$ cat config.mk
export PLATFORM = sky130hd
export DESIGN_NAME = svpwm_clarke
export DESIGN_NICKNAME = d
export VERILOG_FILES = /design/src/svpwm_pkg.sv /design/src/svpwm_clarke.sv
export SDC_FILE = /design/constraint.sdc
export NUM_CORES = 1
export LEC_CHECK = 0
export BUFFER_PORTS_ARGS = -buffer_cell sky130_fd_sc_hd__buf_2
export CAP_MARGIN = 5
export CORE_UTILIZATION = 40
export CTS_CLUSTER_DIAMETER = 150
export CTS_CLUSTER_SIZE = 8
export DETAILED_ROUTE_END_ITERATION = 8
export PLACE_DENSITY = 0.64
export SLEW_MARGIN = 30
export SYNTH_ARGS = -nofsm -noshare
export SYNTH_HDL_FRONTEND = slang
export SYNTH_SLANG_ARGS = --single-unit
$ cat constraint.sdc
create_clock -name i_clk -period 8.9 [get_ports i_clk]
set_clock_uncertainty 0.15 [all_clocks]
set_input_delay 2.67 -clock i_clk [delete_from_list [all_inputs] [get_ports i_clk]]
set_output_delay 2.67 -clock i_clk [all_outputs]
set_load 0.01 [all_outputs]
$ cat src/svpwm_pkg.sv
// shared types and constants for the space vector pwm duty calculator
`default_nettype none

package svpwm_pkg;

    // q15 constants
    localparam logic [14:0] COS30_Q15  = 15'd28378;
    localparam logic [14:0] DUTY_MID   = 15'd16384;
    localparam logic [14:0] DUTY_MAX   = 15'd32767;
    localparam logic [14:0] ROUND_HALF = 15'd16384;

    // configuration register indexes
    typedef enum logic [0:0] {
        CFG_MIDPOINT = 1'b0,
        CFG_GAIN     = 1'b1
    } t_cfg_idx;

    // phase voltage, wide enough for inverse clarke and midpoint shift
    typedef logic signed [17:0] t_volt;

    typedef struct packed {
        t_volt a;
        t_volt b;
        t_volt c;
    } t_phases;

    typedef logic [14:0] t_duty;

    typedef struct packed {
        t_duty a;
        t_duty b;
        t_duty c;
    } t_duties;

    typedef struct packed {
        logic [15:0] a;
        logic [15:0] b;
        logic [15:0] c;
    } t_counts;

endpackage

`default_nettype wire

$ cat src/svpwm_clarke.sv
// two-stage inverse clarke transform
`default_nettype none

module svpwm_clarke (
    input  wire logic                 i_clk,
    input  wire logic                 i_rst_n,
    input  wire logic                 i_vld,
    output logic                      o_rdy,
    input  wire logic signed [15:0]   i_alpha,
    input  wire logic signed [15:0]   i_beta,
    input  wire logic [15:0]          i_period,
    output logic                      o_vld,
    input  wire logic                 i_rdy,
    output svpwm_pkg::t_phases        o_phases,
    output logic [15:0]               o_period
);

    logic                r_vld1;
    logic                r_vld2;
    logic                n_en1;
    logic                n_en2;
    logic signed [15:0]  r_alpha;
    logic signed [31:0]  r_bprod;
    logic [15:0]         r_period1;
    logic signed [16:0]  n_h;
    logic signed [15:0]  n_q;
    svpwm_pkg::t_phases  n_phases;
    svpwm_pkg::t_phases  r_phases;
    logic [15:0]         r_period2;

    assign n_en2 = !r_vld2 || i_rdy;
    assign n_en1 = !r_vld1 || n_en2;
    assign o_rdy = n_en1;

    always_ff @(posedge i_clk) begin
        if (!i_rst_n) begin
            r_vld1 <= 1'b0;
            r_vld2 <= 1'b0;
        end else begin
            if (n_en1) begin
                r_vld1 <= i_vld;
            end
            if (n_en2) begin
                r_vld2 <= r_vld1;
            end
        end
    end

    // stage 1: beta times sqrt(3)/2
    always_ff @(posedge i_clk) begin
        if (n_en1 && i_vld) begin
            r_alpha   <= i_alpha;
            r_bprod   <= i_beta * $signed({1'b0, svpwm_pkg::COS30_Q15});
            r_period1 <= i_period;
        end
    end

    // stage 2: floor shifts and phase sums
    always_comb begin
        n_h        = $signed(r_bprod[31:15]);
        n_q        = r_alpha >>> 1;
        n_phases.a = 18'(r_alpha);
        n_phases.b = 18'(n_h) - 18'(n_q);
        n_phases.c = -18'(n_q) - 18'(n_h);
    end

    always_ff @(posedge i_clk) begin
        if (n_en2 && r_vld1) begin
            r_phases  <= n_phases;
            r_period2 <= r_period1;
        end
    end

    assign o_vld    = r_vld2;
    assign o_phases = r_phases;
    assign o_period = r_period2;

endmodule

`default_nettype wire

# Word-level counts from Yosys, hierarchy flattened
# Index checks and enable logic that the tools add are counted.
# W data, S select, Z words.
# totals
regBits	133
inputBits	52
out_inout_bits	72
wordCells	19
# op_classes
addsub	3
mul	1
reduce_logical	6
# ops
op	count
$mul A16 B15 Y31 const B	1
$neg A15 Y18	1
$sub A17 B15 Y18	1
$sub A18 B17 Y18	1
$logic_and A1 B1 Y1	2
$logic_not A1 Y1	2
$logic_or A1 B1 Y1	2

# Logic depth before layout (Yosys ltp)
# logic_depth
depth_word	4
depth_mapped	22

# Least setup slack after synthesis
# OpenSTA, ideal clock, no wires.
# synth_path
path_kind	input to register
from	in i_beta[14]
to	reg r_bprod[23] (data pin)
setup_time_ns	0.259
arrival_ns	7.220
t_required_ns	8.491
path_slack_ns	1.271
path_stages	19
n_path_buf	1
cell_sequence	inv_1 ha_1 inv_1 fa_1 fa_1 inv_1 fa_1 fa_1 fa_1 inv_1 ha_1 buf_2 a2111oi_0 o21ai_1 o21a_1 a41o_1 a21oi_1 nor2b_1 o31a_1
# synth_between
elab_chain_len	1
# synth_lines
item	line_no	source
start: declaration	svpwm_clarke.sv:10	input wire logic signed [15:0] i_beta,
$mul A16 B15 Y31	svpwm_clarke.sv:53	r_bprod <= i_beta * $signed({1'b0, svpwm_pkg::COS30_Q15});
end signal: assignment	svpwm_clarke.sv:53	
end: declaration	svpwm_clarke.sv:23	logic signed [31:0] r_bprod;
# No other way between the ends.
# A chain may end at the register's enable or synchronous reset.

# Worst setup path in the final report
# Ends and elaborated chain as after synthesis.

==> impl_results.md <==
- Status: finished clean
- Met2 usage: 0.263
- CTS tree: done
- Placed wire-length estimate: 16800 microns
- Routed len/inst: 14.2 microns
- Critical path class: in -> reg
- Worst setup EP type: flop
- IO Port Bufs: 123
- Post-synthesis sequential area ratio: 0.331
- First-pass GRT wire length: 32500 microns
- Met3 usage: 0.0232
- Rows: between 50 and 60
- Root Buffer: clkbuf_16
- Max Cap Viol: 0
- Worst EP required: between 8 and 9 ns
- Top cells by area, synth: edfxtp_1 (33%), fa_1 (22%), ha_1 (18%)
- Critical Path Max Stage Delay: roughly 0.55 ns
- Die Wd: 165 microns
- Fin worst setup slack: 1.20 ns
- Clock tree buffer depth: 2
- Min-delay worst type: reg -> reg
- Overflow after GRT: 0
- Clock latency on the worst-skew pair: around 0.4 ns
- Ys Warns: 0
- Tot GR Track Use: 0.152
- Post-synthesis cell count: about 920
- # diodes: 0
- P&R area growth vs syn: 14.9%
- Asr flop ratio synth: 0
- Hold-fix buffers, CTS: 0
- Met1 Use GR: 0.197
- Worst-margin pin slew: 0.840 ns
- Post-route DRC: 0
- GRT busiest layer: met2
- Core ar.: between 20000 and 30000 sq um
- Initial drt markers: 259
- TNS Setup: 0 ns
- Post-synth EDFFs: between 100 and 150
- Final hold vios: 0
- Fin crit period: between 7 and 8 ns
- Worst Path Max Fanout: 7
- Vias: between 6000 and 7000
- H-tree levels: 4
- Die Y: around 170 microns
- Antenna violations before repair: 0
- Seq cells post-synth: 118
- Postcts setup bufs: 0
- Crit path max-delay cell type: fa_1
- Post-Syn Area: around 11000 sq um
- Post-CTS sizing: 0
- Post-synth top cells: inv_1 (224), ha_1 (152), fa_1 (119)
- Num ports: about 120
- RSZ-0062 raised after global routing: no
- Post-synth top area share: 0.327
- CTS sink cnt: approximately 120
- Clock slew at reported path FFs: about 0.060 ns
- Count leader, synth: inv_1
- Starting Density: 0.409
- Synth Net Count: ~1200
- Most area-hungry cell type in the Yosys netlist: edfxtp_1
- Antenna viol nets, final: 0
- Top_reg_cell synth: edfxtp_1
- Peak Freq: roughly 130 MHz
- 1st-pass router iterations: 4
- CTS Buf Count: 17
- R2r setup slk: around 5.7 ns
- Post-layout net count: approximately 1400
- Die Area: 27300 sq um
- Largest net degree at the start of global routing: approximately 70
- Slew Viols, Final: 0
- CP dominant cell by count: fa_1
- Routed WL: 20000 microns
- CP cell instances: buf_2 > inv_1 > ha_1 > inv_1 > fa_1 > fa_1 > inv_1 > fa_1 > fa_1 > fa_1 > inv_1 > ha_1 > a2111oi_0 > o21ai_1 > o21a_1 > a41o_1 > a21oi_1 > nor2b_1 > o31a_1
- Routability Congestion: ~0.87
- Cell variety after synth: 66
- Critical path startpoint category: input pin
- Setup violations, final: 0
- Number of global-route vias before repair: 6823
- Fraction of layout instances using a drive strength above 1: 0.161
- Rel. slew slack: 0.440
- Crit path DAT: 7.71 ns
- Fraction of the cycle the final worst path needs: 0.865
- Place WS: about 0.74 ns
- Fillers: about 2400
- Via/cell ratio: 4.71
- Average cell area after synthesis: roughly 12 sq um
per-stage QoR:
step	util	hold slack, ns	cell area (sq um)	instances
after floorplan	-	0.250	10600	921
after global placement	0.448	0.251	11700	1375
after detailed placement	0.448	0.255	11700	1375
after CTS	0.469	0.265	12200	1407
after global routing	0.469	0.269	12200	1407
final	0.469	0.262	12200	1407
path summary, 6_finish.rpt:
| kind | startpoint | cells after the start | end |
|---|---|---|---|
| worst max-delay path | i_beta[14] | 19 | r_bprod[23] |
| worst min register to register | r_period1[1] | 0 | o_period[1] |
| worst min-delay path | r_period1[1] | 0 | o_period[1] |
| worst max register to register | r_alpha[2] | 13 | o_phases[15] |
state kept, by name, indices dropped and copies added, names as in the netlist:
name / count
r_bprod: 17
r_alpha: 16
r_vld1: 1
o_vld: 1
r_period1: 16
o_period: 16
o_phases: 51
layout by cell type, fill, tap and decap left out, types with 3 or more instances in the layout:
cell / instances
o21ai_0: 9
clkinvlp_4: 5
edfxtp_1: 116
nand2b_1: 5
ha_1: 152
and3_1: 3
clkbuf_16: 17
o21bai_1: 5
nand4_1: 3
a31oi_1: 3
a21o_1: 8
o211ai_1: 4
clkinv_2: 3
xor2_1: 11
o21a_1: 8
nor3_1: 12
nand3_1: 6
a21oi_2: 3
o21ai_1: 12
inv_1: 224
fa_1: 119
nand2_1: 14
xnor2_1: 37
a21oi_1: 45
nor2_1: 49
nor2b_1: 12
buf_4: 3
buf_2: 123
clkinv_4: 3
logic make-up (layout without fill, tap and decap cells):
| family | Yosys count | after routing | share of synthesized area |
|---|---|---|---|
| buf+inv | 232 | 383 | 0.0831 |
| flops | 118 | 118 | 0.331 |
| mux | 3 | 3 | 0.00329 |
| simple gates | 119 | 119 | 0.0551 |
| compound gates | 129 | 129 | 0.0847 |
| fa+ha+maj | 272 | 272 | 0.403 |
| xor+xnor | 48 | 48 | 0.0395 |
layer usage:
layer  vias to the layer above  share of wire
met4                         0         0.0099
li1                       3315              -
met2                       152           0.48
met1                      3144           0.46
met3                        15          0.051
met5                         -              0
layout make-up:
type                    count  area (sq um)  share of cell area
multi-input cells         571          6250               0.511
flip-flops and latches    118          3520               0.288
inverters                 225           845              0.0691
repair buffers            126           638              0.0522
clock buffers              18           429              0.0351
well taps                 335           419              0.0343
clock inverters            14           129              0.0105
critical path, delay by kind of cell:
| family | cells | cell delay, ns |
|---|---|---|
| AOI/OAI and AO/OA | 6 | 1.35 |
| buffers and inverters | 5 | 0.45 |
| adders and majority gates | 7 | 3.15 |
| and+or+nand+nor | 1 | 0.07 |
Power is left out: the tool's default activity adds up to more than one toggle a clock period on the data nets, which glitch-free logic cannot reach.
