--- config.mk ---
export PLATFORM = sky130hd
export DESIGN_NAME = svpwm_count
export DESIGN_NICKNAME = d
export VERILOG_FILES = /design/src/svpwm_pkg.sv /design/src/svpwm_count.sv
export SDC_FILE = /design/constraint.sdc
export NUM_CORES = 2
export LEC_CHECK = 0
export ABC_AREA = 1
export BUFFER_PORTS_ARGS = -buffer_cell sky130_fd_sc_hd__buf_2
export CAP_MARGIN = 20
export CORE_UTILIZATION = 40
export CTS_CLUSTER_SIZE = 10
export DETAILED_ROUTE_END_ITERATION = 12
export GPL_TIMING_DRIVEN = 0
export PLACE_DENSITY = 0.63
export SYNTH_ARGS = -nofsm -noshare
export SYNTH_HDL_FRONTEND = slang
export SYNTH_SLANG_ARGS = --single-unit
export TNS_END_PERCENT = 5
--- constraint.sdc ---
create_clock -name i_clk -period 6.3 [get_ports i_clk]
set_input_delay 0.315 -clock i_clk [delete_from_list [all_inputs] [get_ports i_clk]]
set_output_delay 0.315 -clock i_clk [all_outputs]
set_load 0.02 [all_outputs]
--- src/svpwm_pkg.sv ---
// shared types and constants for the space vector pwm duty calculator
`default_nettype none

package svpwm_pkg;

    // q15 constants
    localparam logic [14:0] COS30_Q15  = 15'd28378;
    localparam logic [14:0] DUTY_MID   = 15'd16384;
    localparam logic [14:0] DUTY_MAX   = 15'd32767;
    localparam logic [14:0] ROUND_HALF = 15'd16384;

    // configuration register indexes
    typedef enum logic [0:0] {
        CFG_MIDPOINT = 1'b0,
        CFG_GAIN     = 1'b1
    } t_cfg_idx;

    // phase voltage, wide enough for inverse clarke and midpoint shift
    typedef logic signed [17:0] t_volt;

    typedef struct packed {
        t_volt a;
        t_volt b;
        t_volt c;
    } t_phases;

    typedef logic [14:0] t_duty;

    typedef struct packed {
        t_duty a;
        t_duty b;
        t_duty c;
    } t_duties;

    typedef struct packed {
        logic [15:0] a;
        logic [15:0] b;
        logic [15:0] c;
    } t_counts;

endpackage

`default_nettype wire

--- src/svpwm_count.sv ---
// two-stage period scaling with round half up
`default_nettype none

module svpwm_count (
    input  wire logic                 i_clk,
    input  wire logic                 i_rst_n,
    input  wire logic                 i_vld,
    output logic                      o_rdy,
    input  wire svpwm_pkg::t_duties   i_duties,
    input  wire logic [15:0]          i_period,
    output logic                      o_vld,
    input  wire logic                 i_rdy,
    output svpwm_pkg::t_duties        o_duties,
    output svpwm_pkg::t_counts        o_counts
);

    logic                r_vld1;
    logic                r_vld2;
    logic                n_en1;
    logic                n_en2;
    logic [30:0]         r_cprod_a;
    logic [30:0]         r_cprod_b;
    logic [30:0]         r_cprod_c;
    svpwm_pkg::t_duties  r_duties1;
    logic [31:0]         n_sum_a;
    logic [31:0]         n_sum_b;
    logic [31:0]         n_sum_c;
    svpwm_pkg::t_duties  r_duties2;
    svpwm_pkg::t_counts  r_counts;

    assign n_en2 = !r_vld2 || i_rdy;
    assign n_en1 = !r_vld1 || n_en2;
    assign o_rdy = n_en1;

    always_ff @(posedge i_clk) begin
        if (!i_rst_n) begin
            r_vld1 <= 1'b0;
            r_vld2 <= 1'b0;
        end else begin
            if (n_en1) begin
                r_vld1 <= i_vld;
            end
            if (n_en2) begin
                r_vld2 <= r_vld1;
            end
        end
    end

    // stage 1: period times duty
    always_ff @(posedge i_clk) begin
        if (n_en1 && i_vld) begin
            r_cprod_a <= i_period * i_duties.a;
            r_cprod_b <= i_period * i_duties.b;
            r_cprod_c <= i_period * i_duties.c;
            r_duties1 <= i_duties;
        end
    end

    // stage 2: round half up, back to timer counts
    always_comb begin
        n_sum_a = 32'(r_cprod_a) + 32'(svpwm_pkg::ROUND_HALF);
        n_sum_b = 32'(r_cprod_b) + 32'(svpwm_pkg::ROUND_HALF);
        n_sum_c = 32'(r_cprod_c) + 32'(svpwm_pkg::ROUND_HALF);
    end

    always_ff @(posedge i_clk) begin
        if (n_en2 && r_vld1) begin
            r_counts.a <= n_sum_a[30:15];
            r_counts.b <= n_sum_b[30:15];
            r_counts.c <= n_sum_c[30:15];
            r_duties2  <= r_duties1;
        end
    end

    assign o_vld    = r_vld2;
    assign o_duties = r_duties2;
    assign o_counts = r_counts;

endmodule

`default_nettype wire

After elaboration in Yosys (flattened, before gate mapping)
Index checks and enable logic that the tools add are counted.

storage, ports and cells
  flip-flop bits (word level) = 233
  output and inout bits = 95
  word-level logic and storage cells = 26

operators by class
  $mul = 3
  reductions and logical operators = 6
  $add $sub $neg = 3

operators by type and width
  cell                                            number
  adder 31 x 15 -> 31 bit, second input constant  3
  multiplier 16 x 15 -> 31 bit                    3
  logical AND 1 bit                               2
  zero test 1 bit                                 2
  logical OR 1 bit                                2

Longest topological paths before layout
  depth in word-level cells = 4
  depth in mapped cells = 27

Least setup slack after synthesis
No wires, ideal clock.

  kind = reg2reg
  start = reg r_vld2, in the netlist o_vld
  end = reg r_counts, in the netlist o_counts[0] (enable)
  setup slack = 0.790 ns
  data arrival time = 4.934 ns
  required time = 5.725 ns
  clock period less this slack = 5.510 ns
  cell stages (with the launch flop) = 2
  setup time = 0.575 ns
  path through = dfxtp_1 > a21oi_1

on the way
  word-level cells in the longest chain between the ends = 3

RTL lines
  element                 RTL line           text
  start, declared         svpwm_count.sv:18  logic r_vld2;
  start signal, assigned  svpwm_count.sv:44  r_vld2 <= r_vld1;
  zero test 1 bit         svpwm_count.sv:31  assign n_en2 = !r_vld2 || i_rdy;
  logical OR 1 bit        svpwm_count.sv:31
  logical AND 1 bit       svpwm_count.sv:67  if (n_en2 && r_vld1) begin
  end, declared           svpwm_count.sv:29  svpwm_pkg::t_counts r_counts;

Every way passes these cells.
A chain may end at the register's enable or synchronous reset.

Worst setup path in the final report
  start = in i_period[12]
  end = reg r_cprod_c[27] (data pin)

on the way
  word-level cells in the longest chain between the ends = 1

RTL lines
  element                       RTL line           text
  start, declared               svpwm_count.sv:10  input wire logic [15:0] i_period,
  multiplier 16 x 15 -> 31 bit  svpwm_count.sv:54  r_cprod_c <= i_period * i_duties.c;
  end signal, assigned          svpwm_count.sv:54
  end, declared                 svpwm_count.sv:23  logic [30:0] r_cprod_c;

Every way passes these cells.

==> metrics.log <==
[metrics] status: finished with violations
[metrics] failing checks: DRC
[metrics] achievable clock frequency: 0.164 GHz
[metrics] Critical Path Start Type: input pin
[metrics] detailed-route vias per instance: 4.81
[metrics] GR Util All Layers: 22.8%
[metrics] clock tree from TritonCTS: built
[metrics] dominant combinational cell family by area after synthesis: adder cells
[metrics] MaxCap Viol Count: 0
[metrics] Worst EP required: 6560 ps
[metrics] Clock transition at path regs: 80 ps
[metrics] area overhead of the layout relative to synthesis: 9.61%
[metrics] number of warnings printed during yosys synthesis: 0
[metrics] NumNets Final: 4975
[metrics] post-synthesis share of cell area spent on xor and xnor gates: 1.73%
[metrics] number of fill cells: 7962
[metrics] # Post-CTS Setup Buffers: 0
[metrics] unrepaired setup endpoints after global routing: yes
[metrics] post-synthesis share of cell area spent on and, or, nand and nor gates: 16.8%
[metrics] remaining number of nets flagged by the antenna check after routing: 0
[metrics] number of vias after detailed routing: 24800
[metrics] syn_area_per_cell: 8.15 sq um
[metrics] sequential fraction of the synthesis area: 17.9%
[metrics] placeable core area: 78900 sq um
[metrics] drt drc: 2
[metrics] synthesized-area fraction occupied by ao, oa, aoi and oai cells: 3.32%
[metrics] die span in y: 284 um
[metrics] number of hold-slack violations in the final timing report: 0
[metrics] starting density of the core: 40.4%
[metrics] clock latency at the later pin of the worst-skew pair: 510 ps
[metrics] total wirelength of the detailed-routed design: 88600 um
[metrics] maximum number of pins on one net before global-route repair: 59
[metrics] overall die width: 284 um
[metrics] first-pass GRT wire length: 142000 um
[metrics] summed instance area of the synthesized netlist: 31900 sq um
[metrics] crit-path max FO: 10
[metrics] final weighted congestion in routability-driven placement: 0.960
[metrics] initial antenna violation count: 1
[metrics] Finished Core Util: 44.3%
[metrics] relative slew slack: 28.7%
[metrics] slack of the critical path: 184 ps
[metrics] Worst Path Class, Setup: in -> reg
[metrics] remaining global-route overflow: 0
[metrics] maximum root-to-sink buffer count: 2
[metrics] worst slack, placed: -879 ps
[metrics] Post-Synthesis Net Count: 4791
[metrics] number of sinks on the clock net: 191
[metrics] total die area: 80800 sq um
[metrics] cell area after layout: 34900 sq um
[metrics] total CTS buffers: 17
[metrics] setup total negative slack: 0 ps
[metrics] synthesized-area fraction occupied by adder cells: 44.7%
[metrics] I/O pin count: 160
[metrics] HPWL after detailed placement: 72500 um
[metrics] number of core rows: 103
[metrics] commonest non-fill, non-tap cell in the layout: inv_1
[metrics] htree depth: 4
[metrics] Worst Max-Slew Pin Slew: 1070 ps
[metrics] fraction of final layout cells sized beyond drive strength 1: 6.55%
[metrics] number of synthesized register bits: 191
[metrics] most frequent cells in the layout: inv_1, nand2_1, fa_1, ha_1, edfxtp_1
[metrics] type of the most critical hold path: in -> reg
[metrics] Worst Clk Skew: 10.6 ps
[metrics] number of distinct standard cells referenced by the synthesized netlist: 36
[metrics] IO buf count: 143
[metrics] post-synthesis cell count: 3910
[metrics] vias in the first global route: 25700
[metrics] share of cell area taken by muxes after synthesis: 0%
[metrics] DR pass1 iterations: 10
[metrics] final period utilization: 97.1%
[metrics] final slew viol count: 0
[metrics] violation count after the first detailed-route iteration: 1855
[metrics] critical path endpoint category: flop
[metrics] Placed Instance Area: 34000 sq um
[metrics] root cell of the clock tree: clkbuf_16
[metrics] crit path DAT: 6380 ps
[metrics] endpoints failing setup: 0
[metrics] wire per inst: 17.2 um
[metrics] post-route minimum period: 6120 ps
flip-flops by register name, summed over array words and instances, names as in the netlist:
signal,count
r_cprod_a,17
o_counts,48
o_vld,1
r_vld1,1
o_duties,45
r_cprod_c,17
r_duties1,45
r_cprod_b,17
routing by layer:
metal / vias to the layer above / routed length [um] / track usage, %
met2: 856 / 41700 / 38.1
met3: 171 / 6240 / 3.77
met1: 12100 / 36900 / 29.5
met5: - / 0 / 0
met4: 0 / 3780 / 9.13
li1: 11700 / - / -
cell type report:
cell class,instances,area (sq um),share of cell area (%)
clock buffer,17,425,1.22
timing repair buffer,180,1130,3.24
sequential,191,5720,16.4
tap,1050,1310,3.76
clock inverter,15,153,0.437
buffer,149,642,1.84
multi-input combinational,2395,21200,60.7
antenna,1,2.50,0.00716
inverter,1160,4360,12.5
critical path: stages:
cell	delay (ps)
clkdlybuf4s15_1	610
clkbuf_2	500
nand2_1	130
inv_1	70
fa_1	530
inv_1	60
fa_1	550
inv_1	60
fa_1	490
fa_1	500
fa_1	510
inv_1	60
fa_1	480
inv_1	50
ha_1	300
a21oi_1	230
o21ai_0	180
a21oi_1	280
nor2_1	90
nor2_1	160
nand2_1	70
nand2_1	60
nand2_1	70
logic make-up after synthesis:
logic type / after synthesis
AOI/OAI and AO/OA: 197
DFF: 191
adders and majority gates: 816
xor gates and xnor gates: 63
and+or+nand+nor: 1319
buffers and inverters: 1324
path summary, 6_finish.rpt:
path	slack, ps	depth (start not counted)	end	start
worst max-delay path	180	23	r_cprod_c[27]	i_period[12]
worst min-delay path	30	1	r_duties1[44]	i_duties[44]
worst max register to register	4420	4	o_counts[25]	r_vld1
worst min register to register	420	0	o_duties[36]	r_duties1[36]
synth_stat cells (all sizes together):
| cell | number | area, sq um |
|---|---|---|
| inv | 1160 | 4350 |
| nand2 | 1046 | 3940 |
| fa | 537 | 10800 |
| ha | 279 | 3490 |
| edfxtp | 189 | 5680 |
| clkbuf | 161 | 604 |
| nor2 | 127 | 552 |
| a21oi | 109 | 546 |
| nand3 | 94 | 510 |
| o21ai | 61 | 317 |
| xor2 | 36 | 315 |
| nor3 | 30 | 171 |
| xnor2 | 27 | 236 |
| nand4 | 14 | 106 |
| o21bai | 10 | 75.1 |
| a21o | 6 | 45.0 |
| a31oi | 6 | 37.5 |
| o21a | 5 | 37.5 |
| buf | 3 | 13.8 |
| nand3b | 3 | 22.5 |
| dfxtp | 2 | 40.0 |
| or2 | 2 | 15.0 |
| and2 | 1 | 6.26 |
| and3b | 1 | 8.76 |
| nor3b | 1 | 12.5 |
per-stage QoR:
stage,instances,hold WS [ps]
2_1_floorplan,3910,400
3_3_place_gp,5103,400
6_report,5158,27.4
3_5_place_dp,5107,405
5_1_grt,5158,12.1
4_1_cts,5171,0.681
what timing repair did:
action	in CTS	in global routing
endpoints found under the setup margin	46	49
hold buffers	33	0
endpoints found under the hold margin	33	0
resized for setup	1	121
Power is not shown: default switching activity piles up to over one toggle a cycle in this logic, so the estimate is an artifact.
