--- src/svpwm_pkg.sv ---
// shared types and constants for the space vector pwm duty calculator
`default_nettype none

package svpwm_pkg;

    // q15 constants
    localparam logic [14:0] COS30_Q15  = 15'd28378;
    localparam logic [14:0] DUTY_MID   = 15'd16384;
    localparam logic [14:0] DUTY_MAX   = 15'd32767;
    localparam logic [14:0] ROUND_HALF = 15'd16384;

    // configuration register indexes
    typedef enum logic [0:0] {
        CFG_MIDPOINT = 1'b0,
        CFG_GAIN     = 1'b1
    } t_cfg_idx;

    // phase voltage, wide enough for inverse clarke and midpoint shift
    typedef logic signed [17:0] t_volt;

    typedef struct packed {
        t_volt a;
        t_volt b;
        t_volt c;
    } t_phases;

    typedef logic [14:0] t_duty;

    typedef struct packed {
        t_duty a;
        t_duty b;
        t_duty c;
    } t_duties;

    typedef struct packed {
        logic [15:0] a;
        logic [15:0] b;
        logic [15:0] c;
    } t_counts;

endpackage

`default_nettype wire

--- src/svpwm_duty.sv ---
// two-stage gain multiply, half offset and clamp
`default_nettype none

module svpwm_duty (
    input  wire logic                 i_clk,
    input  wire logic                 i_rst_n,
    input  wire logic [15:0]          i_gain,
    input  wire logic                 i_vld,
    output logic                      o_rdy,
    input  wire svpwm_pkg::t_phases   i_phases,
    input  wire logic [15:0]          i_period,
    output logic                      o_vld,
    input  wire logic                 i_rdy,
    output svpwm_pkg::t_duties        o_duties,
    output logic [15:0]               o_period
);

    logic                r_vld1;
    logic                r_vld2;
    logic                n_en1;
    logic                n_en2;
    logic signed [16:0]  n_gain;
    logic signed [34:0]  r_prod_a;
    logic signed [34:0]  r_prod_b;
    logic signed [34:0]  r_prod_c;
    logic [15:0]         r_period1;
    svpwm_pkg::t_duties  r_duties;
    logic [15:0]         r_period2;

    function automatic svpwm_pkg::t_duty clamp_duty(input logic signed [34:0] p);
        logic signed [35:0] d;
        d = 36'(p) + $signed({21'd0, svpwm_pkg::DUTY_MID});
        if (d < 0) begin
            return '0;
        end else if (d > $signed({21'd0, svpwm_pkg::DUTY_MAX})) begin
            return svpwm_pkg::DUTY_MAX;
        end else begin
            return d[14:0];
        end
    endfunction

    assign n_en2  = !r_vld2 || i_rdy;
    assign n_en1  = !r_vld1 || n_en2;
    assign o_rdy  = n_en1;
    assign n_gain = $signed({1'b0, i_gain});

    always_ff @(posedge i_clk) begin
        if (!i_rst_n) begin
            r_vld1 <= 1'b0;
            r_vld2 <= 1'b0;
        end else begin
            if (n_en1) begin
                r_vld1 <= i_vld;
            end
            if (n_en2) begin
                r_vld2 <= r_vld1;
            end
        end
    end

    // stage 1: one multiplier per phase
    always_ff @(posedge i_clk) begin
        if (n_en1 && i_vld) begin
            r_prod_a  <= i_phases.a * n_gain;
            r_prod_b  <= i_phases.b * n_gain;
            r_prod_c  <= i_phases.c * n_gain;
            r_period1 <= i_period;
        end
    end

    // stage 2: offset and saturate
    always_ff @(posedge i_clk) begin
        if (n_en2 && r_vld1) begin
            r_duties.a <= clamp_duty(r_prod_a);
            r_duties.b <= clamp_duty(r_prod_b);
            r_duties.c <= clamp_duty(r_prod_c);
            r_period2  <= r_period1;
        end
    end

    assign o_vld    = r_vld2;
    assign o_duties = r_duties;
    assign o_period = r_period2;

endmodule

`default_nettype wire

--- config.mk ---
export PLATFORM = sky130hd
export DESIGN_NAME = svpwm_duty
export DESIGN_NICKNAME = d
export VERILOG_FILES = /design/src/svpwm_pkg.sv /design/src/svpwm_duty.sv
export SDC_FILE = /design/constraint.sdc
export NUM_CORES = 2
export LEC_CHECK = 0
export ABC_AREA = 1
export BUFFER_PORTS_ARGS = -buffer_cell sky130_fd_sc_hd__buf_2
export CELL_PAD_IN_SITES_DETAIL_PLACEMENT = 2
export CELL_PAD_IN_SITES_GLOBAL_PLACEMENT = 2
export CORE_UTILIZATION = 43
export DETAILED_ROUTE_END_ITERATION = 10
export GPL_TIMING_DRIVEN = 0
export PLACE_DENSITY = 0.95
export SYNTH_ARGS = -nofsm -noshare
export SYNTH_HDL_FRONTEND = slang
export SYNTH_SLANG_ARGS = --single-unit
--- constraint.sdc ---
create_clock -name i_clk -period 11.9 [get_ports i_clk]
set_input_delay 1.785 -clock i_clk [delete_from_list [all_inputs] [get_ports i_clk]]
set_output_delay 1.785 -clock i_clk [all_outputs]
set_load 0.1 [all_outputs]
## After elaboration in Yosys (flattened, before gate mapping)

Cells that the tools add are included.

| word-level totals | value |
|---|---|
| bits in registers | 184 |
| bits of input ports | 90 |
| word-level logic and storage cells | 31 |

| operators by class | value |
|---|---|
| add/sub/neg operators | 3 |
| multipliers | 3 |
| magnitude comparators | 6 |
| multiplexer cells | 3 |
| reduce and logical (&&, ||, !) cells | 6 |

Operators by type and width:

| kind | number |
|---|---|
| 35-bit by 16-bit adder with 36-bit output (second input constant) | 3 |
| 36-bit by 16-bit > comparator with 1-bit output (second input constant) | 3 |
| 36-bit by 1-bit < comparator with 1-bit output (second input constant) | 3 |
| 18-bit by 17-bit multiplier with 35-bit output | 3 |
| 15-bit 2-to-1 mux | 3 |
| 1-bit logical AND | 2 |
| 1-bit logical NOT | 2 |
| 1-bit logical OR | 2 |

## Longest topological paths before layout

| logic depth | value |
|---|---|
| word-level depth | 4 |
| mapped depth | 28 |
| depth with buffers taken out | 26 |

## Worst setup path after synthesis

OpenSTA, ideal clock, no wires.

| timing path | value |
|---|---|
| kind | input -> register |
| start | in i_phases[17] in the netlist's numbering |
| end | reg r_prod_c[34] (data pin) |
| arrival | 7026 ps |
| data required time | 11648 ps |
| path slack | 4621 ps |
| stages on the path | 20 |
| path buffers | 3 |
| cell sequence | clkbuf_1 -> clkbuf_1 -> nand2_1 -> fa_1 -> fa_1 -> inv_1 -> fa_1 -> fa_1 -> fa_1 -> inv_1 -> fa_1 -> inv_1 -> ha_1 -> clkbuf_1 -> nand2_1 -> nor3_1 -> nand2_1 -> o221a_2 -> nand3b_1 -> nand2_1 |

| on the way | value |
|---|---|
| cells in the longest elaborated chain, start to end | 1 |

Ends and longest elaborated chain:

| item | line | RTL |
|---|---|---|
| start: declaration | svpwm_duty.sv:10 | `input wire svpwm_pkg::t_phases i_phases,` |
| 18-bit by 17-bit multiplier with 35-bit output | svpwm_duty.sv:66 | `r_prod_c <= i_phases.c * n_gain;` |
| end signal: assignment | svpwm_duty.sv:66 |  |
| end: declaration | svpwm_duty.sv:25 | `logic signed [34:0] r_prod_c;` |

Every way passes these cells.
A chain may end at the register's enable or synchronous reset.

## Final worst setup path

| timing path | value |
|---|---|
| start | in i_gain[8] |
| end | reg r_prod_b[31] (data pin) |

| on the way | value |
|---|---|
| cells in the longest elaborated chain, start to end | 1 |

Ends and longest elaborated chain:

| item | line | RTL |
|---|---|---|
| start: declaration | svpwm_duty.sv:7 | `input wire logic [15:0] i_gain,` |
| 18-bit by 17-bit multiplier with 35-bit output | svpwm_duty.sv:65 | `r_prod_b <= i_phases.b * n_gain;` |
| end signal: assignment | svpwm_duty.sv:65 |  |
| end: declaration | svpwm_duty.sv:24 | `logic signed [34:0] r_prod_b;` |

Every way passes these cells.

==> impl_results.md <==
- Total of endpoints with negative setup slack in the final report: 0
- Worst setup EP type: flip-flop
- Initial detailed-routing violation count: 3,713
- Wire length per cell after detailed routing: 34.75 um
- Vertical extent of the die: 316.6 um
- Wire length reported by the detailed router: 229.9 mm
- Area Overhead vs Synth: 6.587%
- Min-Delay Path Class: flip-flop to flip-flop
- Relative slew margins: -1.923%
- Cells after synthesis: 5,191
- Sum of overflow across all layers after global routing: 0
- Clock slew seen by the registers of the worst setup and hold paths: 0.09 ns
- Total number of yosys warnings: 0
- Synthesized area divided by synthesized cell count: 8.201 sq um
- Detailed Place HPWL: ~180 mm
- Resized Gates After CTS: 0
- Total number of nets in the final design: roughly 6,500
- Cell area after technology mapping: 42,570 sq um
- First-pass DRT Iterations: 8
- Hold-fix buffer count after cts: 0
- Worst path arrival time: 11.09 ns
- Number of vias after detailed routing: 39,330
- Highest-count cells in the layout ignoring fill and taps: 1,695 x inv_1, 1,227 x nand2_1, 879 x fa_1
- Post-Synthesis Net Count: 6,433
- Worst-margin pin slew: 1.529 ns
- CP bufs+invs: 5
- Buffer type at the clock tree root: clkbuf_16
- Largest net degree at the start of global routing: a little over 70
- Post-place instance area: 44,680 sq um
- Filler cell count in the final layout: approximately 11,000
- Clk_skew: 0.02862 ns
- Final design instance area without fill: 45,370 sq um
- DIE AREA: 100,300 sq um
- Setup repair after global routing missed its margin: false
- FF-to-FF setup slack: approximately 9 ns
- Worst Path Required: 12.27 ns
- Crit path time final: roughly 11 ns
- First-pass GRT wire length: 330.1 mm
- Count of antenna-violating nets left after detailed routing: 0
- Tcrit/Tclk final: 90.14%
- Cell-by-cell listing of the critical path: clkbuf_1 -> clkbuf_1 -> nand2_1 -> fa_1 -> inv_1 -> fa_1 -> fa_1 -> fa_1 -> fa_1 -> inv_1 -> fa_1 -> inv_1 -> ha_1 -> nand2_1 -> nor3_1 -> nand4_1 -> nand3_1 -> nand2_1 -> nand2_1 -> nand2_1 -> nand2_1 -> xor2_1
- Area used by multi-input combinational logic: 29,830 sq um
- Fraction of registers with async set or reset after synthesis: 0%
- Row count: 115
- Cell type with the largest total area after synthesis: fa_1
- Cell with the largest stage delay on the worst path: clkbuf_1
- Critical-path maximum fanout: 10
- Sequential cell area fraction in the yosys report: 12.93%
- RR Endpoint: o_duties[43]$_SDFFCE_PN0P_
- Kind of critical path: input pin to flip-flop
- Sink of the worst hold path: o_period[9]$_DFFE_PP_
- Cell variety after synth: 45
- Critical path launch point type: input pin
- Hold_sp: r_period1[9]$_DFFE_PP_
- Io pins: 153
- Number of enable-type register cells in the synthesized netlist: 182
- Largest delay share family, worst path: adder cells
- Final hold viol count: 0
- Min-Delay Path Depth: 0
- R2r startpoint: r_prod_a[14]$_DFFE_PP_
- Setup TNS: 0 ns
- Most common cell after layout, fill and taps aside: inv_1
- GR Util All Layers: 47.37%
- Number of max-cap violations: 2
- TritonCTS clock tree: done
- Count of input and output buffers: between 80 and 90
- Outcome: finished, violations left
- Core Area: 98,280 sq um
- Post-CTS Setup Inserts: 0
- Most instantiated flip-flop cell in the synthesis netlist: edfxtp_1
- Final Wtd Congestion: 0.9277
- Length in cells of the worst reg-to-reg path: 13
- Slew Viols, Final: 11
- Via density: 5.946
- Initial antenna violation count: 43
- Fraction of layout cells with a size suffix above 1: 3.335%
- Register bit count reported by yosys: 184
- Total CTS buffers: 17
- Crit path largest cell delay: 1.06 ns
- Upper clock frequency limit: 93.23 MHz
- Insertion delay of the later-clocked pin in the worst-skew pair: 0.55 ns
- H-tree depth: 4
- Vias in the first global route: 46,230
- Die outline width: 316.6 um
- FF+latch area: 5505 sq um
- Synth area leaders: fa_1 41%, inv_1 15%, edfxtp_1 13%, nand2_1 11%, ha_1 8.0%
- Violated checks: max-capacitance violations, max-slew violations
- CTS Sinks: 184
- Top-area cell type share of the netlist area: 41.34%
- Effective utilization at floorplan: 43.32%
- DRC violation count after routing: 0
- Number of buffers on the longest clock path: 2
==> Yosys cell counts, types with 15 or more instances <==
cell type	n
clkbuf_1	205
nand4_1	36
nand3_1	91
o21bai_1	15
o2111ai_1	17
inv_1	1696
ha_1	273
o21ai_0	68
xnor2_1	41
edfxtp_1	182
nor2_1	137
nor3_1	30
a21oi_1	118
nand2_1	1227
xor2_1	65
fa_1	879
==> metrics by stage <==
stage | hold slack, ns | setup slack [ns] | std cells | util, %
after floorplan | 0.4003 | 4.621 | 5191 | -
after global routing | 0.4346 | 1.205 | 6602 | 46.14
after global placement | 0.4006 | 2.671 | 6560 | 45.37
final | 0.4332 | 1.174 | 6615 | 46.17
after CTS | 0.4310 | 2.579 | 6595 | 46.12
after detailed placement | 0.4098 | 2.142 | 6563 | 45.47
==> worst reg2reg max path: cells and delay by family (launching register included) <==
kind,cells,cell delay [ns]
buf+inv,3,0.41
compound gates,1,0.39
simple gates,8,1.19
fa+ha+maj,1,0.15
flops,1,0.51
==> worst max-delay path by stage <==
stage | endpoint | from | cells after the start | slack [ns]
floorplan | r_prod_c[34]$_DFFE_PP_ | i_phases[17] | 20 | 4.62
global placement | r_prod_c[25]$_DFFE_PP_ | i_gain[8] | 24 | 2.67
detailed placement | r_prod_b[25]$_DFFE_PP_ | i_gain[9] | 24 | 2.14
CTS | r_prod_c[25]$_DFFE_PP_ | i_gain[8] | 23 | 2.58
global route | r_prod_b[25]$_DFFE_PP_ | i_gain[6] | 24 | 1.20
finish | r_prod_b[31]$_DFFE_PP_ | i_gain[8] | 22 | 1.17
==> flip-flops by register name (all words and copies together), names as in the netlist <==
signal     cells
r_prod_b      35
r_prod_a      35
r_vld1         1
r_prod_c      35
o_period      16
o_vld          1
r_period1     16
o_duties      45
==> logic make-up after synthesis <==
| kind of cell | count (synthesis) | share of synthesized area, % |
|---|---|---|
| adder cells (fa/ha/maj) | 1152 | 49.36 |
| XOR/XNOR | 106 | 2.181 |
| buffers and inverters | 1919 | 17.02 |
| AND/OR/NAND/NOR | 1561 | 14.71 |
| flip-flops | 184 | 12.93 |
| AO/OA/AOI/OAI | 269 | 3.797 |
==> layer usage <==
metal | share of wire [%] | track usage (%)
met1 | 31 | 46.45
met2 | 46 | 75.04
met3 | 11 | 21.12
met4 | 11 | 43.31
met5 | 0.14 | 1.089
==> cell type report <==
| cell class | count | area share, % |
|---|---|---|
| well taps | 1287 | 3.549 |
| multi-input cells | 3088 | 65.75 |
| diodes | 20 | 0.1103 |
| repair buffers | 85 | 1.070 |
| inverters | 1703 | 14.10 |
| clock buffers | 17 | 0.9376 |
| clock inverters | 15 | 0.4688 |
| plain buffers | 216 | 1.886 |
| flip-flops and latches | 184 | 12.13 |
Power is left out: the tool's default activity adds up to more than one toggle a clock period on the data nets, which glitch-free logic cannot reach.
