$ cat src/svpwm_pkg.sv
// shared types and constants for the space vector pwm duty calculator
`default_nettype none

package svpwm_pkg;

    // q15 constants
    localparam logic [14:0] COS30_Q15  = 15'd28378;
    localparam logic [14:0] DUTY_MID   = 15'd16384;
    localparam logic [14:0] DUTY_MAX   = 15'd32767;
    localparam logic [14:0] ROUND_HALF = 15'd16384;

    // configuration register indexes
    typedef enum logic [0:0] {
        CFG_MIDPOINT = 1'b0,
        CFG_GAIN     = 1'b1
    } t_cfg_idx;

    // phase voltage, wide enough for inverse clarke and midpoint shift
    typedef logic signed [17:0] t_volt;

    typedef struct packed {
        t_volt a;
        t_volt b;
        t_volt c;
    } t_phases;

    typedef logic [14:0] t_duty;

    typedef struct packed {
        t_duty a;
        t_duty b;
        t_duty c;
    } t_duties;

    typedef struct packed {
        logic [15:0] a;
        logic [15:0] b;
        logic [15:0] c;
    } t_counts;

endpackage

`default_nettype wire

$ cat src/svpwm_midpoint.sv
// two-stage min/max midpoint injection
`default_nettype none

module svpwm_midpoint (
    input  wire logic                 i_clk,
    input  wire logic                 i_rst_n,
    input  wire logic                 i_mode,
    input  wire logic                 i_vld,
    output logic                      o_rdy,
    input  wire svpwm_pkg::t_phases   i_phases,
    input  wire logic [15:0]          i_period,
    output logic                      o_vld,
    input  wire logic                 i_rdy,
    output svpwm_pkg::t_phases        o_phases,
    output logic [15:0]               o_period
);

    logic                r_vld1;
    logic                r_vld2;
    logic                n_en1;
    logic                n_en2;
    svpwm_pkg::t_volt    n_mn;
    svpwm_pkg::t_volt    n_mx;
    logic signed [18:0]  n_sum;
    logic signed [18:0]  n_sumr;
    svpwm_pkg::t_volt    n_z;
    svpwm_pkg::t_volt    r_z;
    svpwm_pkg::t_phases  r_phases1;
    logic [15:0]         r_period1;
    svpwm_pkg::t_phases  r_phases2;
    logic [15:0]         r_period2;

    assign n_en2 = !r_vld2 || i_rdy;
    assign n_en1 = !r_vld1 || n_en2;
    assign o_rdy = n_en1;

    always_ff @(posedge i_clk) begin
        if (!i_rst_n) begin
            r_vld1 <= 1'b0;
            r_vld2 <= 1'b0;
        end else begin
            if (n_en1) begin
                r_vld1 <= i_vld;
            end
            if (n_en2) begin
                r_vld2 <= r_vld1;
            end
        end
    end

    // stage 1: midpoint, halved with truncation toward zero; zero when i_mode is low
    always_comb begin
        n_mn = i_phases.a;
        n_mx = i_phases.a;
        if (i_phases.b < n_mn) begin
            n_mn = i_phases.b;
        end
        if (i_phases.c < n_mn) begin
            n_mn = i_phases.c;
        end
        if (i_phases.b > n_mx) begin
            n_mx = i_phases.b;
        end
        if (i_phases.c > n_mx) begin
            n_mx = i_phases.c;
        end
        n_sum  = 19'(n_mn) + 19'(n_mx);
        n_sumr = n_sum + $signed({18'd0, n_sum[18]});
        n_z    = i_mode ? 18'(n_sumr >>> 1) : '0;
    end

    always_ff @(posedge i_clk) begin
        if (n_en1 && i_vld) begin
            r_z       <= n_z;
            r_phases1 <= i_phases;
            r_period1 <= i_period;
        end
    end

    // stage 2: shift every phase by the midpoint
    always_ff @(posedge i_clk) begin
        if (n_en2 && r_vld1) begin
            r_phases2.a <= r_phases1.a - r_z;
            r_phases2.b <= r_phases1.b - r_z;
            r_phases2.c <= r_phases1.c - r_z;
            r_period2   <= r_period1;
        end
    end

    assign o_vld    = r_vld2;
    assign o_phases = r_phases2;
    assign o_period = r_period2;

endmodule

`default_nettype wire

$ cat config.mk
export PLATFORM = sky130hd
export DESIGN_NAME = svpwm_midpoint
export DESIGN_NICKNAME = d
export VERILOG_FILES = /design/src/svpwm_pkg.sv /design/src/svpwm_midpoint.sv
export SDC_FILE = /design/constraint.sdc
export NUM_CORES = 1
export LEC_CHECK = 0
export BUFFER_PORTS_ARGS = -buffer_cell sky130_fd_sc_hd__buf_2
export CELL_PAD_IN_SITES_DETAIL_PLACEMENT = 0
export CELL_PAD_IN_SITES_GLOBAL_PLACEMENT = 1
export CORE_UTILIZATION = 42
export DETAILED_ROUTE_END_ITERATION = 16
export GPL_ROUTABILITY_DRIVEN = 0
export PLACE_DENSITY_LB_ADDON = 0.15
export SETUP_SLACK_MARGIN = 0.5
export SLEW_MARGIN = 20
export SYNTH_ARGS = -nofsm -noshare
export SYNTH_HDL_FRONTEND = slang
export SYNTH_SLANG_ARGS = --single-unit
$ cat constraint.sdc
create_clock -name i_clk -period 9.45 [get_ports i_clk]
set_clock_uncertainty 0.1 [all_clocks]
set_input_delay 1.4175 -clock i_clk [delete_from_list [all_inputs] [get_ports i_clk]]
set_output_delay 1.4175 -clock i_clk [all_outputs]
set_load 0.1 [all_outputs]
# == Yosys cells after proc, flatten, opt, wreduce, memory -nomap -nowiden ==
# Cells that the tools add are included.
# totals
ff_bits,160
out_inout_bits,72
wordCells,30
# op_classes
n_addsub,5
n_lt_le_gt_ge,4
n_mux,4
n_reduce_logical,6
# ops
op,n
two-way mux 18 bit,4
subtractor 18 bit,3
greater-than comparator 18 bit,2
less-than comparator 18 bit,2
adder 18 x 18 -> 19 bit,1
adder 19 x 2 -> 19 bit,1
logical AND 1 bit,2
zero test 1 bit,2
logical OR 1 bit,2

# == Logic depth before layout (Yosys ltp) ==
# Gate-level depths: netlist of run 1.
# depth
depth_word,6
ltp_mapped,39
ltp_nobuf,35

# == Worst setup path after synthesis of run 1 ==
# Ideal clock, no wire load.
# synth_path
path_type,input to register
from,input port i_phases[44] (netlist name)
to,"register r_z[17], data pin"
arrival_ns,9.098
t_required_ns,9.095
setup_slack_ns,-0.002
cell_stages,37
path_buffers,5
cell_sequence,inv_1 ha_1 nand3_1 or3_1 o21ai_0 o21ai_1 and2_1 mux2i_2 o21a_1 buf_4 buf_2 mux2i_1 ha_1 and3_1 a221oi_1 o21ai_0 a21oi_1 o2111a_1 a211oi_1 buf_1 clkbuf_1 mux2i_1 ha_1 or3_4 and4_4 a2111o_1 a21oi_1 and2_1 ha_1 nand2_1 nor2_1 and3_1 clkbuf_1 nand4_1 a2111oi_0 xor2_1 and2_1
# synth_between
elab_chain_cells,6
word_cells_on_any_way,10
# synth_rtl
item,line,source
from (decl),svpwm_midpoint.sv:10,"input wire svpwm_pkg::t_phases i_phases,"
less-than comparator 18 bit / greater-than comparator 18 bit (equally long branches),"svpwm_midpoint.sv:55, svpwm_midpoint.sv:61",
two-way mux 18 bit (on tied branches),"svpwm_midpoint.sv:55, svpwm_midpoint.sv:61",
less-than comparator 18 bit / greater-than comparator 18 bit (equally long branches),"svpwm_midpoint.sv:58, svpwm_midpoint.sv:64",
two-way mux 18 bit (on tied branches),"svpwm_midpoint.sv:58, svpwm_midpoint.sv:64",
adder 18 x 18 -> 19 bit *,svpwm_midpoint.sv:67,n_sum = 19'(n_mn) + 19'(n_mx);
adder 19 x 2 -> 19 bit *,svpwm_midpoint.sv:68,"n_sumr = n_sum + $signed({18'd0, n_sum[18]});"
to (signal assigned),svpwm_midpoint.sv:74,r_z <= n_z;
to (decl),svpwm_midpoint.sv:27,svpwm_pkg::t_volt r_z;
# Every way passes the cells marked *; elsewhere a longest branch is shown, timed or not.
# A chain may end at the register's enable or synchronous reset.

# == Worst setup path after layout of run 1 ==
# Same ends and word-level chain as after synthesis.

==> impl_metrics.py, run 1 <==
metrics = {
    "run_status": {
        "status": "complete, but fails checks",
        "violations": "DRC",
    },
    "cells_and_area": {
        "design_area_um2": 12700,
        "final_nets": 1334,
        "syn2layout_area_growth_pct": 18.9,
        "drive_above_1_share": 0.219,
        "nFillCells": 2324,
        "fin_util": 0.506,
    },
    "floorplanning": {
        "die_w_um": 162,
        "core_area_um2": 25100,
        "die-area_um2": 26100,
        "initial_core_util": 0.426,
        "pin_count": 147,
        "die_h_um": 162,
        "rows": 58,
    },
    "synth": {
        "synth_top_cell_area_share": 0.443,
        "seq_area_frac_synth": 0.447,
        "ys_async_sr_fraction": 0,
        "synth_compound_area_frac": 0.132,
        "synth_xor_area_frac": 0.0573,
        "muxShareOfSynthArea": 0.0709,
        "synth-adder-area-share": 0.151,
        "synth_fp_nets": 1158,
        "yosys_register_bits": 160,
        "syn_inst": 956,
        "synth_edf_count": 158,
        "synthFlopType": "edfxtp_1",
        "synth_top_family_by_area": "adder cells",
        "yosys_warnings": 0,
        "synth_area_per_cell_um2": 11.2,
        "synthTopCellsByArea": "edfxtp_1 (44%), ha_1 (14%), mux2i_1 (6.6%)",
        "yosys.area.top_type": "edfxtp_1",
        "synth_area_um2": 10700,
        "synthSimpleGateAreaFrac": 0.105,
        "ys_types": 69,
    },
    "routing": {
        "wl_per_cell_um": 17.6,
        "ant_nets": 0,
        "drt-pass1-iter-count": 11,
        "drt_wl_total_um": 26000,
        "drc": 1,
        "detail_route.vias_per_cell": 5.25,
        "drt_iter0_markers": 471,
        "vias": 7761,
    },
    "setup_path": {
        "worst_ep_required_time_ns": 9.54,
        "endpoint_kind": "flop",
        "crit_type": "in2reg",
        "crit_path_max_incr_delay_ns": 0.45,
        "crit_slowest_cell": "a2111o_1",
        "crit_fanout": 5,
        "startpoint_type": "input pin",
        "worst-path-buf-inv": 3,
        "cp_top_family": "compound AO/OA/AOI/OAI gates",
        "arrival_ns": 8.70,
    },
    "clock_tree": {
        "clk_latency_ns": 0.43,
        "clockRootBuffer": "clkbuf_16",
        "clockBufferDepth": 2,
        "numCtsBuffers": 17,
        "cts_tree": "built",
        "htreeDepth": 4,
        "clkSlewWorstSetupHoldPaths_ns": 0.07,
        "cts_sinks": 160,
    },
    "global_route": {
        "grt_max_degree": 70,
        "grt_use_total": 0.202,
        "grt_pass1_wl_um": 40100,
        "gr-total-overflow": 0,
        "grt_antenna_before_repair": 4,
        "grt_pass1_vias": 7471,
    },
    "power_and_ir_drop": {
        "ir_drop_v": 0.000133,
        "power_density_nw_per_um2": 272,
        "power_leakage_nw": 5.56,
    },
    "worst_hold_path": {
        "hp-class": "reg2reg",
    },
    "sta": {
        "holdWs_ns": 0.321,
        "max_freq_mhz": 116,
        "rsz0062_at_grt": "false",
        "worst_slew_pin_slew_ns": 0.913,
        "hold_violations": 0,
        "max-slew-margin-rel": 0.375,
        "slew_violations": 0,
        "setup_viol": 0,
        "setup_slack_ns": 0.839,
        "finalCritPeriodShare": 0.911,
        "period_needed_ns": 8.61,
    },
    "run": {
        "maxCapViolations": 0,
    },
    "placement": {
        "dpl_cell_area_um2": 11900,
        "hpwlAfterDp_um": 21100,
        "port_buffers": 146,
        "post-place-ws_ns": -0.0687,
    },
}
[kinds of logic (layout without fill, tap and decap cells)]
logic type	after synthesis	in the layout
AND/OR/NAND/NOR	215	215
AO/OA/AOI/OAI	210	210
XOR/XNOR	70	70
adder cells (fa/ha/maj)	127	127
other	0	4
buffers and inverters	99	288
multiplexers	75	75
flip-flops	160	160
[area by class of cell]
type	instances	area (um2)	area share
clock inverters	14	139	0.0109
multi-input cells	697	5680	0.447
diodes	4	10.0	0.000787
repair buffers	173	947	0.0745
flip-flops and latches	160	4780	0.376
inverters	83	312	0.0245
well taps	330	413	0.0325
clock buffers	18	429	0.0337
[synth_stat cells, drive strengths merged (3+ instances only)]
library cell	count
nor2	52
inv	83
fa	4
a21o	26
nand2b	8
clkbuf	8
or2	6
mux2i	72
o31ai	5
o21ai	35
nand3	17
edfxtp	158
xnor2	56
a21oi	55
nor3	18
a31o	4
o311ai	3
mux2	3
xor2	14
o211ai	5
a2111oi	7
and3	11
ha	123
o2111a	3
o21a	15
o21bai	4
buf	8
o311a	3
nand2	39
nand4	13
or3	9
and2	20
nor2b	13
a31oi	11
a211oi	7
o31a	3
[worst reg2reg max path: cells and delay by family (launching register included)]
family          cells  cell delay (ns)
simple gates        2             0.30
fa+ha+maj           1             0.30
flops               1             0.53
compound gates      6             1.87
buf+inv             1             0.16
xor+xnor            1             0.14
[repair_timing]
| action | 4_1_cts | 5_1_grt |
|---|---|---|
| hold buffers | 0 | 0 |
| pin swaps | 0 | 4 |
| resized for setup | 0 | 33 |
| gates cloned | 0 | 1 |
| setup endpoints to repair | 1 | 11 |
| setup buffers | 3 | 7 |
[cells in the final DEF, fill, tap and decap left out, drive strengths merged, types with 15 or more instances in the layout]
cell,instances
nand3,17
buf,173
xnor2,56
mux2i,72
inv,92
and2,20
ha,123
o21a,15
nor3,18
nand2,39
clkbuf,18
a21oi,55
edfxtp,158
o21ai,35
a21o,26
nor2,52
[sequential cells by signal (all words and copies together) (netlist names)]
signal,flops
o_period,16
o_phases,54
o_vld,1
r_period1,16
r_phases1,54
r_vld1,1
r_z,18
[power breakdown]
part	switching, W	internal, W	total [W]
clock network	0.000316	0.000351	0.000667
registers	0.0000304	0.000939	0.000969
logic	0.00118	0.000642	0.00182
total	0.00153	0.00193	0.00346
[worst paths after layout]
| kind | endpoint | start | cells past startpoint | slack (ns) |
|---|---|---|---|---|
| setup / recovery | r_z[17] | i_phases[44] | 35 | 0.84 |
| hold / removal | o_period[11] | r_period1[11] | 0 | 0.32 |
| setup reg to reg | o_phases[17] | r_z[1] | 11 | 5.80 |
| hold reg to reg | o_period[11] | r_period1[11] | 0 | 0.32 |
[metrics by stage]
step | cells | total power, W | TNS [ns]
6_report | 1479 | 0.00346 | 0
5_1_grt | 1479 | 0.00367 | 0
4_1_cts | 1467 | 0.00343 | 0
3_5_place_dp | 1432 | 0.00276 | -0.0687
3_3_place_gp | 1432 | 0.00275 | 0
2_1_floorplan | 956 | 0.00238 | 0
[layer usage]
metal | share of wire | global-route usage | vias up
met5 | 0 | 0 | -
met3 | 0.031 | 0.0239 | 25
met1 | 0.49 | 0.279 | 3651
met4 | 0.015 | 0.0613 | 0
met2 | 0.46 | 0.330 | 144
li1 | - | - | 3941
Power figures use the tool's default switching activity.
==> run 2, diff against run 1 <==
- CTS_BUF_LIST: not set -> sky130_fd_sc_hd__clkbuf_8 sky130_fd_sc_hd__clkbuf_16
==> run 2 against run 1 <==
  * Wire length is essentially flat
  * Sequential share of layout area is the same
  * Critical endpoint unchanged
  * Non-clock buffer count is the same
  * The run still ends with DRC left
  * Critical path type unchanged
==> impl_metrics.py, run 2 (synthesized netlist as in run 1, its figures left out) <==
metrics = {
    "run_status": {
        "status": "complete, but fails checks",
        "violations": "DRC",
    },
    "global_route": {
        "grt_use_total": 0.202,
        "gr-total-overflow": 0,
        "grt_max_degree": 70,
        "grt_pass1_vias": 7471,
        "grt_pass1_wl_um": 40100,
        "grt_antenna_before_repair": 4,
    },
    "floorplanning": {
        "initial_core_util": 0.426,
        "core_area_um2": 25100,
        "die_w_um": 162,
        "rows": 58,
        "die_h_um": 162,
        "pin_count": 147,
        "die-area_um2": 26100,
    },
    "sta": {
        "hold_violations": 0,
        "slew_violations": 0,
        "worst_slew_pin_slew_ns": 0.913,
        "rsz0062_at_grt": "false",
        "setup_viol": 0,
        "period_needed_ns": 8.61,
        "max_freq_mhz": 116,
        "holdWs_ns": 0.321,
        "max-slew-margin-rel": 0.375,
        "finalCritPeriodShare": 0.911,
    },
    "cells_and_area": {
        "final_nets": 1334,
        "drive_above_1_share": 0.219,
        "fin_util": 0.506,
        "final_common_cell": "edfxtp_1",
        "syn2layout_area_growth_pct": 18.9,
        "multi_input_area_um2": 5680,
        "nFillCells": 2324,
        "final_cell_mix": "edfxtp_1 (158), buf_2 (147), ha_1 (122), inv_1 (84), mux2i_1 (64)",
        "seqCellArea_um2": 4780,
    },
    "setup_path": {
        "endpoint_kind": "flop",
        "crit_type": "in2reg",
        "startpoint_type": "input pin",
        "crit_slowest_cell": "a2111o_1",
        "crit_path_max_incr_delay_ns": 0.45,
        "crit_fanout": 5,
        "worst_ep_required_time_ns": 9.54,
        "arrival_ns": 8.70,
    },
    "run": {
        "maxCapViolations": 0,
    },
    "clock_tree": {
        "cts_sinks": 160,
        "clockRootBuffer": "clkbuf_16",
        "numCtsBuffers": 17,
        "htreeDepth": 4,
        "clk_latency_ns": 0.43,
        "clockBufferDepth": 2,
        "cts_tree": "built",
        "clkSlewWorstSetupHoldPaths_ns": 0.07,
    },
    "power_and_ir_drop": {
        "intPower_w": 0.00193,
        "power_leakage_nw": 5.57,
        "power_switching_w": 0.00153,
        "ir_drop_v": 0.000133,
        "pwr-share-comb": 0.527,
        "seqPwrFrac": 0.280,
        "power_density_nw_per_um2": 272,
        "power_frac_clock": 0.193,
        "swShare": 0.441,
    },
    "routing": {
        "vias": 7762,
        "drt_iter0_markers": 470,
        "wl_per_cell_um": 17.6,
        "drt_wl_total_um": 26000,
        "ant_nets": 0,
        "detail_route.vias_per_cell": 5.25,
        "drt-pass1-iter-count": 11,
        "drc": 1,
    },
    "placement": {
        "hpwlAfterDp_um": 21100,
        "port_buffers": 146,
    },
    "worst_hold_path": {
        "hp-class": "reg2reg",
    },
}
[run 2: metrics by stage]
stage                     instance area, um2  worst slack [ns]  cells  TNS, ns  total power [W]
final                                  12700             0.844   1479        0          0.00346
after CTS                              12500             0.512   1467        0          0.00343
after floorplan                        10700             0.501    956        0          0.00238
after global routing                   12700             0.492   1479        0          0.00367
after detailed placement               11900           -0.0687   1432  -0.0687          0.00276
after global placement                 11900             0.232   1432        0          0.00275
[run 2: power by group through the flow]
stage / combinational [W] / clock [W] / sequential, W
after floorplan: 0.00104 / 0 / 0.00134
final: 0.00182 / 0.000666 / 0.000969
after CTS: 0.00178 / 0.000681 / 0.000971
after detailed placement: 0.00177 / 0 / 0.000987
after global placement: 0.00177 / 0 / 0.000984
after global routing: 0.00199 / 0.000708 / 0.000978
[run 2: what timing repair did]
| action | 4_1_cts | 5_1_grt |
|---|---|---|
| resized for setup | 0 | 33 |
| pin swaps | 0 | 4 |
| hold buffers | 0 | 0 |
| setup buffers | 3 | 7 |
| gates cloned | 0 | 1 |
| setup endpoints to repair | 1 | 11 |
[run 2: final timing paths]
| check | startpoint | cells after the start | endpoint | slack (ns) |
|---|---|---|---|---|
| worst max-delay path | i_phases[44] | 35 | r_z[17] | 0.84 |
| worst max register to register | r_z[1] | 11 | o_phases[17] | 5.79 |
| worst min register to register | r_period1[11] | 0 | o_period[11] | 0.32 |
| worst min-delay path | r_period1[11] | 0 | o_period[11] | 0.32 |
[run 2: area by class of cell]
class	instances	share of cell area
well taps	330	0.0325
multi-input cells	697	0.447
clock inverters	15	0.0112
repair buffers	173	0.0745
clock buffers	17	0.0335
flip-flops and latches	160	0.376
inverters	83	0.0245
diodes	4	0.000787
[run 2: layer usage]
layer	up-vias	share of wire	track usage	wire length (um)
met5	-	0	0	0
met4	0	0.015	0.0613	395
li1	3941	-	-	-
met3	25	0.032	0.0239	828
met2	144	0.46	0.330	12100
met1	3652	0.49	0.279	12700
[run 2: critical path, delay by kind of cell]
kind / cells / cell delay (ns)
mux: 3 / 0.81
fa+ha+maj: 4 / 1.04
xor+xnor: 1 / 0.10
compound gates: 13 / 2.75
simple gates: 11 / 2.21
buf+inv: 3 / 0.36
